### config.mk
export PLATFORM = sky130hd
export DESIGN_NAME = line_rasterizer
export DESIGN_NICKNAME = d
export VERILOG_FILES = /design/src/hw/rtl/lr_pkg.sv /design/src/hw/rtl/line_rasterizer.sv /design/src/hw/rtl/lr_front.sv /design/src/hw/rtl/lr_queue.sv /design/src/hw/rtl/lr_stepper.sv
export VERILOG_INCLUDE_DIRS = /design/src /design/src/hw/rtl
export SDC_FILE = /design/constraint.sdc
export NUM_CORES = 1
export LEC_CHECK = 0
export BUFFER_PORTS_ARGS = -buffer_cell sky130_fd_sc_hd__buf_2
export CAP_MARGIN = 40
export CORE_MARGIN = 2
export CORE_UTILIZATION = 50
export CTS_CLUSTER_SIZE = 14
export DETAILED_ROUTE_END_ITERATION = 7
export PLACE_DENSITY_LB_ADDON = 0.12
export SYNTH_ARGS = -nofsm -noshare
export SYNTH_HDL_FRONTEND = slang
export SYNTH_SLANG_ARGS = --single-unit
### constraint.sdc
create_clock -name clk -period 5.4 [get_ports clk]
set_input_delay 0 -clock clk [delete_from_list [all_inputs] [get_ports clk]]
set_output_delay 0 -clock clk [all_outputs]
set_load 0.05 [all_outputs]
### src/hw/rtl/assert_macros.svh
// Assertion macros used by the line rasterizer top level.
`ifndef ASSERT_MACROS_SVH
`define ASSERT_MACROS_SVH

// Implication checked at every rising edge outside reset.
`define ASSERT_IMPLIES(label, clk, rst_n, ante, cons) \
    label: assert property (@(posedge clk) disable iff (!rst_n) (ante) |-> (cons)) \
        else $error("implication check failed");

// Condition that must never be true outside reset.
`define ASSERT_NEVER(label, clk, rst_n, cond) \
    label: assert property (@(posedge clk) disable iff (!rst_n) !(cond)) \
        else $error("forbidden condition seen");

`endif

### src/hw/rtl/lr_pkg.sv
// Types and constants of the line rasterizer.
package lr_pkg;

    localparam int COORD_BITS  = 6;
    localparam int CANVAS_W    = 7;
    localparam int ERR_W       = COORD_BITS + 3;
    localparam int E2_W        = ERR_W + 1;
    localparam int QUEUE_DEPTH = 2;
    localparam int QPTR_W      = $clog2(QUEUE_DEPTH);
    localparam int QCNT_W      = $clog2(QUEUE_DEPTH + 1);
    localparam int CFG_INDEX_W = 1;

    typedef logic [COORD_BITS-1:0] coord_t;
    typedef logic signed [ERR_W-1:0] err_t;
    typedef logic [CANVAS_W-1:0] canvas_t;

    typedef enum logic [CFG_INDEX_W-1:0] {
        REG_CANVAS_WIDTH  = 1'b0,
        REG_CANVAS_HEIGHT = 1'b1
    } cfg_reg_t;

    localparam canvas_t CANVAS_WIDTH_RESET  = canvas_t'(60);
    localparam canvas_t CANVAS_HEIGHT_RESET = canvas_t'(20);

    typedef struct packed {
        coord_t start_x;
        coord_t start_y;
        coord_t end_x;
        coord_t end_y;
    } in_item_t;

    typedef struct packed {
        coord_t pixel_x;
        coord_t pixel_y;
        logic   visible;
        logic   last_pixel;
    } out_item_t;

    // Classified line command: endpoints, step magnitudes, directions, initial error
    typedef struct packed {
        coord_t start_x;
        coord_t start_y;
        coord_t end_x;
        coord_t end_y;
        coord_t dx;
        coord_t dy_mag;
        logic   x_neg;
        logic   y_neg;
        err_t   err0;
    } cmd_t;

    typedef struct packed {
        logic full;
        logic empty;
    } queue_status_t;

    typedef struct packed {
        logic busy;
    } back_status_t;

endpackage

### src/hw/rtl/line_rasterizer.sv
// Top level of the line rasterizer: canvas registers, front end, queue and stepper.
//
// Each input item is a line from (start_x, start_y) to (end_x, end_y); the block
// emits every pixel of the line in order, the end pixel flagged last_pixel, each
// pixel flagged visible when it lies inside the canvas window. A line whose
// larger coordinate span is n gives n + 1 pixels at one pixel per cycle while
// out_stall is low; the stepper loads the item, then emits the pixels. Its
// single error-term update per pixel sets the rate. The front end and a
// two-entry command queue take up to three further items while a line is drawn.
// Items pass the front-end register, queue and stepper to a registered output.
// Canvas registers are written through cfg_we/cfg_index/cfg_data, reset 60 by 20.
module line_rasterizer (
    input  logic                                 clk,
    input  logic                                 rst_n,
    input  logic                                 in_valid,
    output logic                                 in_stall,
    input  lr_pkg::in_item_t                     in_item,
    output logic                                 out_valid,
    input  logic                                 out_stall,
    output lr_pkg::out_item_t                    out_item,
    input  logic                                 cfg_we,
    input  logic [lr_pkg::CFG_INDEX_W-1:0]       cfg_index,
    input  logic [lr_pkg::CANVAS_W-1:0]          cfg_data
);
    import lr_pkg::*;

    `include "assert_macros.svh"

    canvas_t       canvas_width_reg, canvas_width_next;
    canvas_t       canvas_height_reg, canvas_height_next;
    logic          push, pop;
    cmd_t          front_cmd, head_cmd;
    queue_status_t q_status;
    back_status_t  b_status;

    always_comb
    begin
        canvas_width_next  = canvas_width_reg;
        canvas_height_next = canvas_height_reg;
        if (cfg_we)
        begin
            case (cfg_reg_t'(cfg_index))
                REG_CANVAS_WIDTH:  canvas_width_next  = cfg_data;
                REG_CANVAS_HEIGHT: canvas_height_next = cfg_data;
                default: ;
            endcase
        end
    end

    always_ff @(posedge clk or negedge rst_n)
    begin
        if (!rst_n)
        begin
            canvas_width_reg  <= CANVAS_WIDTH_RESET;
            canvas_height_reg <= CANVAS_HEIGHT_RESET;
        end
        else
        begin
            canvas_width_reg  <= canvas_width_next;
            canvas_height_reg <= canvas_height_next;
        end
    end

    lr_front u_front (
        .clk        (clk),
        .rst_n      (rst_n),
        .in_valid   (in_valid),
        .in_stall   (in_stall),
        .in_item    (in_item),
        .queue_full (q_status.full),
        .push       (push),
        .cmd        (front_cmd)
    );

    lr_queue u_queue (
        .clk      (clk),
        .rst_n    (rst_n),
        .push     (push),
        .push_cmd (front_cmd),
        .pop      (pop),
        .head_cmd (head_cmd),
        .status   (q_status)
    );

    lr_stepper u_stepper (
        .clk           (clk),
        .rst_n         (rst_n),
        .cmd_avail     (!q_status.empty),
        .cmd           (head_cmd),
        .pop           (pop),
        .canvas_width  (canvas_width_reg),
        .canvas_height (canvas_height_reg),
        .out_valid     (out_valid),
        .out_stall     (out_stall),
        .out_item      (out_item),
        .status        (b_status)
    );

    `ASSERT_NEVER(a_queue_full_and_empty, clk, rst_n, q_status.full && q_status.empty)
    `ASSERT_IMPLIES(a_more_pixels_pending, clk, rst_n, out_valid && !out_item.last_pixel, b_status.busy)
    `ASSERT_IMPLIES(a_visible_in_window, clk, rst_n, out_valid && out_item.visible, (canvas_t'(out_item.pixel_x) < canvas_width_reg) && (canvas_t'(out_item.pixel_y) < canvas_height_reg))

endmodule

### src/hw/rtl/lr_front.sv
// Front end: accepts line items and classifies them into step commands.
module lr_front (
    input  logic             clk,
    input  logic             rst_n,
    input  logic             in_valid,
    output logic             in_stall,
    input  lr_pkg::in_item_t in_item,
    input  logic             queue_full,
    output logic             push,
    output lr_pkg::cmd_t     cmd
);
    import lr_pkg::*;

    logic   valid_reg, valid_next;
    cmd_t   cmd_reg, cmd_next;
    logic   accept;
    coord_t dx, dy_mag;

    assign in_stall = valid_reg && queue_full;
    assign accept   = in_valid && !in_stall;
    assign push     = valid_reg && !queue_full;
    assign cmd      = cmd_reg;

    always_comb
    begin
        dx = (in_item.end_x >= in_item.start_x) ? in_item.end_x - in_item.start_x
                                                : in_item.start_x - in_item.end_x;
        dy_mag = (in_item.end_y >= in_item.start_y) ? in_item.end_y - in_item.start_y
                                                    : in_item.start_y - in_item.end_y;
        cmd_next.start_x = in_item.start_x;
        cmd_next.start_y = in_item.start_y;
        cmd_next.end_x   = in_item.end_x;
        cmd_next.end_y   = in_item.end_y;
        cmd_next.dx      = dx;
        cmd_next.dy_mag  = dy_mag;
        // step toward the end; equal coordinates step negative but never move
        cmd_next.x_neg   = !(in_item.start_x < in_item.end_x);
        cmd_next.y_neg   = !(in_item.start_y < in_item.end_y);
        cmd_next.err0    = err_t'({{(ERR_W-COORD_BITS){1'b0}}, dx})
                         - err_t'({{(ERR_W-COORD_BITS){1'b0}}, dy_mag});

        if (accept)
            valid_next = 1'b1;
        else if (push)
            valid_next = 1'b0;
        else
            valid_next = valid_reg;
    end

    always_ff @(posedge clk or negedge rst_n)
    begin
        if (!rst_n)
            valid_reg <= 1'b0;
        else
            valid_reg <= valid_next;
    end

    always_ff @(posedge clk)
    begin
        if (accept)
            cmd_reg <= cmd_next;
    end

endmodule

### src/hw/rtl/lr_queue.sv
// Short command queue between front end and stepper.
module lr_queue (
    input  logic                  clk,
    input  logic                  rst_n,
    input  logic                  push,
    input  lr_pkg::cmd_t          push_cmd,
    input  logic                  pop,
    output lr_pkg::cmd_t          head_cmd,
    output lr_pkg::queue_status_t status
);
    import lr_pkg::*;

    cmd_t              mem [QUEUE_DEPTH];
    logic [QPTR_W-1:0] wr_ptr_reg, wr_ptr_next;
    logic [QPTR_W-1:0] rd_ptr_reg, rd_ptr_next;
    logic [QCNT_W-1:0] count_reg, count_next;
    logic              do_push, do_pop;

    assign status.full  = (count_reg == QCNT_W'(QUEUE_DEPTH));
    assign status.empty = (count_reg == '0);
    assign do_push      = push && !status.full;
    assign do_pop       = pop && !status.empty;
    assign head_cmd     = mem[rd_ptr_reg];

    always_comb
    begin
        wr_ptr_next = wr_ptr_reg;
        rd_ptr_next = rd_ptr_reg;
        count_next  = count_reg;
        if (do_push)
            wr_ptr_next = (wr_ptr_reg == QPTR_W'(QUEUE_DEPTH - 1)) ? '0 : wr_ptr_reg + 1'b1;
        if (do_pop)
            rd_ptr_next = (rd_ptr_reg == QPTR_W'(QUEUE_DEPTH - 1)) ? '0 : rd_ptr_reg + 1'b1;
        if (do_push && !do_pop)
            count_next = count_reg + 1'b1;
        else if (do_pop && !do_push)
            count_next = count_reg - 1'b1;
    end

    always_ff @(posedge clk or negedge rst_n)
    begin
        if (!rst_n)
        begin
            wr_ptr_reg <= '0;
            rd_ptr_reg <= '0;
            count_reg  <= '0;
        end
        else
        begin
            wr_ptr_reg <= wr_ptr_next;
            rd_ptr_reg <= rd_ptr_next;
            count_reg  <= count_next;
        end
    end

    always_ff @(posedge clk)
    begin
        if (do_push)
            mem[wr_ptr_reg] <= push_cmd;
    end

endmodule

### src/hw/rtl/lr_stepper.sv
// Back end: Bresenham error-term stepper with a registered pixel output.
module lr_stepper (
    input  logic                 clk,
    input  logic                 rst_n,
    input  logic                 cmd_avail,
    input  lr_pkg::cmd_t         cmd,
    output logic                 pop,
    input  lr_pkg::canvas_t      canvas_width,
    input  lr_pkg::canvas_t      canvas_height,
    output logic                 out_valid,
    input  logic                 out_stall,
    output lr_pkg::out_item_t    out_item,
    output lr_pkg::back_status_t status
);
    import lr_pkg::*;

    logic      busy_reg, busy_next;
    logic      out_valid_reg, out_valid_next;
    out_item_t out_item_reg, out_item_next;
    coord_t    cx_reg, cx_next, cy_reg, cy_next;
    coord_t    ex_reg, ex_next, ey_reg, ey_next;
    coord_t    dx_reg, dx_next, dym_reg, dym_next;
    logic      xneg_reg, xneg_next, yneg_reg, yneg_next;
    err_t      err_reg, err_next;

    logic                   advance, done, move_x, move_y;
    logic signed [E2_W-1:0] e2, dx_w, dy_w;
    err_t                   dx_e, dy_e;

    assign pop       = cmd_avail && !busy_reg;
    assign advance   = busy_reg && (!out_valid_reg || !out_stall);
    assign done      = (cx_reg == ex_reg) && (cy_reg == ey_reg);
    assign out_valid = out_valid_reg;
    assign out_item  = out_item_reg;
    assign status.busy = busy_reg;

    // e2 = 2 * err, compared against dy (negative magnitude) and dx
    assign e2     = {err_reg, 1'b0};
    assign dx_w   = {{(E2_W-COORD_BITS){1'b0}}, dx_reg};
    assign dy_w   = -{{(E2_W-COORD_BITS){1'b0}}, dym_reg};
    assign dx_e   = {{(ERR_W-COORD_BITS){1'b0}}, dx_reg};
    assign dy_e   = -{{(ERR_W-COORD_BITS){1'b0}}, dym_reg};
    assign move_x = (e2 >= dy_w);
    assign move_y = (e2 <= dx_w);

    always_comb
    begin
        busy_next      = busy_reg;
        out_valid_next = out_valid_reg;
        out_item_next  = out_item_reg;
        cx_next   = cx_reg;
        cy_next   = cy_reg;
        ex_next   = ex_reg;
        ey_next   = ey_reg;
        dx_next   = dx_reg;
        dym_next  = dym_reg;
        xneg_next = xneg_reg;
        yneg_next = yneg_reg;
        err_next  = err_reg;

        if (out_valid_reg && !out_stall)
            out_valid_next = 1'b0;

        if (pop)
        begin
            busy_next = 1'b1;
            cx_next   = cmd.start_x;
            cy_next   = cmd.start_y;
            ex_next   = cmd.end_x;
            ey_next   = cmd.end_y;
            dx_next   = cmd.dx;
            dym_next  = cmd.dy_mag;
            xneg_next = cmd.x_neg;
            yneg_next = cmd.y_neg;
            err_next  = cmd.err0;
        end
        else if (advance)
        begin
            out_valid_next           = 1'b1;
            out_item_next.pixel_x    = cx_reg;
            out_item_next.pixel_y    = cy_reg;
            out_item_next.visible    = (canvas_t'(cx_reg) < canvas_width)
                                    && (canvas_t'(cy_reg) < canvas_height);
            out_item_next.last_pixel = done;
            if (done)
                busy_next = 1'b0;
            else
            begin
                err_next = err_reg + (move_x ? dy_e : '0) + (move_y ? dx_e : '0);
                if (move_x)
                    cx_next = xneg_reg ? cx_reg - 1'b1 : cx_reg + 1'b1;
                if (move_y)
                    cy_next = yneg_reg ? cy_reg - 1'b1 : cy_reg + 1'b1;
            end
        end
    end

    always_ff @(posedge clk or negedge rst_n)
    begin
        if (!rst_n)
        begin
            busy_reg      <= 1'b0;
            out_valid_reg <= 1'b0;
        end
        else
        begin
            busy_reg      <= busy_next;
            out_valid_reg <= out_valid_next;
        end
    end

    always_ff @(posedge clk)
    begin
        out_item_reg <= out_item_next;
        cx_reg   <= cx_next;
        cy_reg   <= cy_next;
        ex_reg   <= ex_next;
        ey_reg   <= ey_next;
        dx_reg   <= dx_next;
        dym_reg  <= dym_next;
        xneg_reg <= xneg_next;
        yneg_reg <= yneg_next;
        err_reg  <= err_next;
    end

endmodule

==> flow_summary_export.csv <==
group,metric,value,unit
synthesis,ys_dominant_reg_cell,"sky130_fd_sc_hd__edfxtp_1",
cells_and_area,post_route_cells_drive_above_1_share,17.1,%
synthesis,ys_ff_latch,217,
sta,final_report_hold_violation_count,0,
cells_and_area,seqCellArea,6420,sq um
route,totalWireLength,20100,um
power_and_ir_drop,power.net_switching,1.97,mW
power_and_ir_drop,share_seq_of_total_power,43.6,%
critical_path,critPathBufInv,3,
cts,clock_latency,0.51,ns
critical_path,cp_num_cells,19,
placement,detailedPlace.worstSlack,0.0904,ns
synthesis,synth-edff-count,196,
critical_path,cpMaxStageDelayCell,"sky130_fd_sc_hd__or3b_2",
cts,cts_sinks,217,
route,detail_route.drc_violations,0,
cells_and_area,post-route-cell-area,12400,sq um
critical_path,timing.setup.critical_path_class,"flop to flop",
critical_path,critical-path-top-delay-family,"simple AND/OR/NAND/NOR gates",
power_and_ir_drop,share_of_power_burned_in_the_clock_network,23.5,%
power_and_ir_drop,switching_share,32.0,%
critical_path,crit_chain,"or3_1 -> nor4_1 -> ha_1 -> nand4_1 -> buf_4 -> o41ai_4 -> a2111oi_4 -> or3b_2 -> fa_1 -> inv_1 -> ha_1 -> inv_1 -> fa_1 -> nor2b_1 -> o21ai_1 -> a21oi_1 -> o21a_1 -> or3_1 -> a31o_2",
cells_and_area,mostFrequentLayoutCell,"sky130_fd_sc_hd__edfxtp_1",
sta,worst_pin_slew,0.725,ns
power_and_ir_drop,intPower,4.18,mW
cells_and_area,largest_reg_flops,90,
cts,ctsLongestPathBuffers,3,
grt,via_count_of_the_first_global_routing_pass,6329,
floorplanning,floorplan.die_area,22500,sq um
synthesis,synth_top_cell_area_share,55.3,%
synthesis,synthCells,781,
min_path,hold_path_depth,4,
synthesis,mappedNetlistNets,904,
placement,placed_cells_incl_taps,1093,
sta,final_critical_path_setup_slack,0.167,ns
sta,fin_worst_skew,0.00890,ns
route,wire_per_inst,17.1,um
power_and_ir_drop,combinationalPowerShare,32.9,%
grt,gr-total-overflow,0,
sta,timing.final.max_slew_violations,0,
cells_and_area,areaGrowthSynthToFinish,16.6,%
flow_run,drv.max_cap_violation_count,0,
sta,portion_of_the_clock_cycle_consumed_by_the_worst_path_in_the_final_layout,96.9,%
power_and_ir_drop,worst_vdd_ir,0.235,mV
sta,slew-limit-headroom,51.0,%
cts,cts_root_buf,"sky130_fd_sc_hd__clkbuf_16",
synthesis,synth_warnings,0,
route,first_drt_pass_iteration_count,4,
power_and_ir_drop,p_total,6.15,mW
synthesis,portion_of_the_post_synthesis_area_used_by_sequential_elements,60.3,%
floorplanning,floorplan.initialDensity,50.8,%
cells_and_area,mostFrequentLayoutCells,"sky130_fd_sc_hd__edfxtp_1 (196), sky130_fd_sc_hd__inv_1 (95), sky130_fd_sc_hd__ha_1 (72), sky130_fd_sc_hd__buf_2 (52), sky130_fd_sc_hd__dlygate4sd3_1 (43)",
sta,setup-violations-final,0,
power_and_ir_drop,power.leakage,4.99,nW
critical_path,crit_path_max_fanout,8,
cells_and_area,multi_input_area,3830,sq um
synthesis,mappedNetlistArea,10600,sq um
route,drtIter0Drc,318,
critical_path,critPathMaxStageDelay,0.51,ns
grt,pin_count_of_the_biggest_net_entering_global_routing,54,
floorplanning,die_y,150,um
cts,cts_tree,"done",
cts,clkSlewWorstSetupHoldPaths,0.06,ns
route,num_vias,6125,
synthesis,asyncSetResetFlopFracSynth,9.68,%
critical_path,critPathRequiredTime,5.67,ns
cts,cts_htree_levels,1,
critical_path,crit_path_capture_type,"flop",
sta,final.min_clock_period,5.23,ns
placement,place_hpwl,14000,um
min_path,worstHoldPathType,"input pin to flop",
cells_and_area,stdcell_count,1180,
critical_path,rr_worst_depth,19,
cts,numCtsBuffers,24,
sta,max_freq,191,MHz
cells_and_area,filler_instances,1707,
cells_and_area,diodes,0,
grt,grt_first_pass_wirelength,32700,um
floorplanning,core_region_area,21000,sq um
grt,grt.total_usage,18.6,%
grt,antenna_found_initial,0,
floorplanning,chipWidth,150,um
floorplanning,ioPinCount,53,
cells_and_area,finish.net_count,1011,
placement,port-buffer-count,52,
critical_path,regToRegSetupSlack,0.17,ns
critical_path,cp.arrival,5.50,ns
synthesis,synthDominantAreaCellType,"sky130_fd_sc_hd__edfxtp_1",
placement,globalplace.congestion,0.874,
sta,setup-tns-final,0,ns
synthesis,yosys-top-cells-area,"sky130_fd_sc_hd__edfxtp_1 (55%), sky130_fd_sc_hd__ha_1 (8.5%), sky130_fd_sc_hd__mux2_2 (4.2%)",
critical_path,start_kind,"flop",
synthesis,yosys.cell_types.count,54,
synthesis,avgSynthCellArea,13.6,sq um
placement,dpl_cell_area,11200,sq um
route,final_antenna_net_count,0,
floorplanning,rows,53,
run_status,outcome,"finished clean",
power_and_ir_drop,power_density,496,nW/um^2
route,vias_per_cell,5.19,
-- synthesized netlist by cell type, types with 3 or more instances --
| library cell | n |
|---|---|
| sky130_fd_sc_hd__fa_1 | 14 |
| sky130_fd_sc_hd__edfxtp_1 | 196 |
| sky130_fd_sc_hd__clkbuf_1 | 13 |
| sky130_fd_sc_hd__ha_1 | 72 |
| sky130_fd_sc_hd__nand2b_1 | 8 |
| sky130_fd_sc_hd__a21oi_1 | 39 |
| sky130_fd_sc_hd__nor2_1 | 21 |
| sky130_fd_sc_hd__a211oi_1 | 19 |
| sky130_fd_sc_hd__o21bai_1 | 8 |
| sky130_fd_sc_hd__o21ai_0 | 21 |
| sky130_fd_sc_hd__nand3_1 | 9 |
| sky130_fd_sc_hd__xnor2_1 | 25 |
| sky130_fd_sc_hd__nand4_1 | 4 |
| sky130_fd_sc_hd__inv_1 | 95 |
| sky130_fd_sc_hd__nor3_1 | 4 |
| sky130_fd_sc_hd__and2_1 | 3 |
| sky130_fd_sc_hd__nor2b_1 | 14 |
| sky130_fd_sc_hd__dfrtp_1 | 15 |
| sky130_fd_sc_hd__dfstp_2 | 6 |
| sky130_fd_sc_hd__o211ai_1 | 4 |
| sky130_fd_sc_hd__xor2_1 | 22 |
| sky130_fd_sc_hd__a31o_2 | 3 |
| sky130_fd_sc_hd__o21a_1 | 3 |
| sky130_fd_sc_hd__nand2_1 | 30 |
| sky130_fd_sc_hd__nor4_1 | 7 |
| sky130_fd_sc_hd__mux2i_1 | 15 |
| sky130_fd_sc_hd__buf_6 | 3 |
| sky130_fd_sc_hd__or3_1 | 10 |
| sky130_fd_sc_hd__a21o_1 | 18 |
| sky130_fd_sc_hd__a2111oi_0 | 3 |
| sky130_fd_sc_hd__mux2_2 | 40 |
| sky130_fd_sc_hd__and3_1 | 4 |
-- worst register-to-register path: cells and delay by family, from the launching register on --
family | cells | cell delay (ns)
and+or+nand+nor | 6 | 1.65
AOI/OAI and AO/OA | 6 | 1.35
adders and majority gates | 4 | 1.24
DFF | 1 | 0.48
buffers and inverters | 3 | 0.30
-- power by group through the flow --
stage / sequential, mW / combinational [mW] / clock [mW]
final: 2.68 / 2.02 / 1.45
after global routing: 2.73 / 2.28 / 1.56
after CTS: 2.68 / 2.00 / 1.48
after detailed placement: 2.71 / 1.96 / 0
after global placement: 2.69 / 1.90 / 0
after floorplan: 2.71 / 1.44 / 0
-- cell families after synthesis --
group	synth area share [%]
multiplexers	5.78
XOR/XNOR	3.87
adder cells (fa/ha/maj)	11.1
AO/OA/AOI/OAI	8.31
AND/OR/NAND/NOR	6.29
flip-flops	60.3
buffers and inverters	4.34
-- routing by layer --
| layer | vias up | GRT usage (%) | share of wire, % |
|---|---|---|---|
| met5 | - | 0 | 0 |
| met4 | 0 | 5.09 | 1.6 |
| met3 | 22 | 2.71 | 4.1 |
| met2 | 118 | 29.8 | 47 |
| met1 | 2930 | 26.5 | 48 |
| li1 | 3055 | - | - |
-- cell type report --
cell class / count / share of cell area (%)
clock inverter: 15 / 0.565
timing repair buffer: 102 / 6.09
multi-input combinational: 448 / 30.8
clock buffer: 28 / 5.13
tap: 275 / 2.77
inverter: 95 / 2.87
sequential: 217 / 51.7
-- per-stage QoR --
| stage | utilization (%) | hold slack (ns) |
|---|---|---|
| 2_1_floorplan | - | -0.296 |
| 3_3_place_gp | 53.4 | -0.0104 |
| 3_5_place_dp | 53.5 | -0.00175 |
| 4_1_cts | 58.9 | 0.0167 |
| 5_1_grt | 59.2 | 0.0929 |
| 6_report | 59.2 | 0.0409 |
-- repair_timing --
item,4_1_cts,5_1_grt
hold endpoints to repair,64,0
hold buffers,43,0
gates resized for setup,0,7
setup endpoints to repair,0,2
setup buffers,0,1
-- worst paths after layout --
kind,from,end
worst min-delay path,cfg_we,canvas_width_reg[3]
min in group asynchronous,rst_n,u_queue.count_reg[1]
worst min register to register,u_front.cmd[23],u_queue.mem[0][23]
max in group asynchronous,rst_n,u_queue.rd_ptr_reg
worst max register to register,u_stepper.dym_reg[0],u_stepper.err_reg[7]
worst max-delay path,u_stepper.dym_reg[0],u_stepper.err_reg[7]
Note: power is estimated with default switching activity, not from simulation.
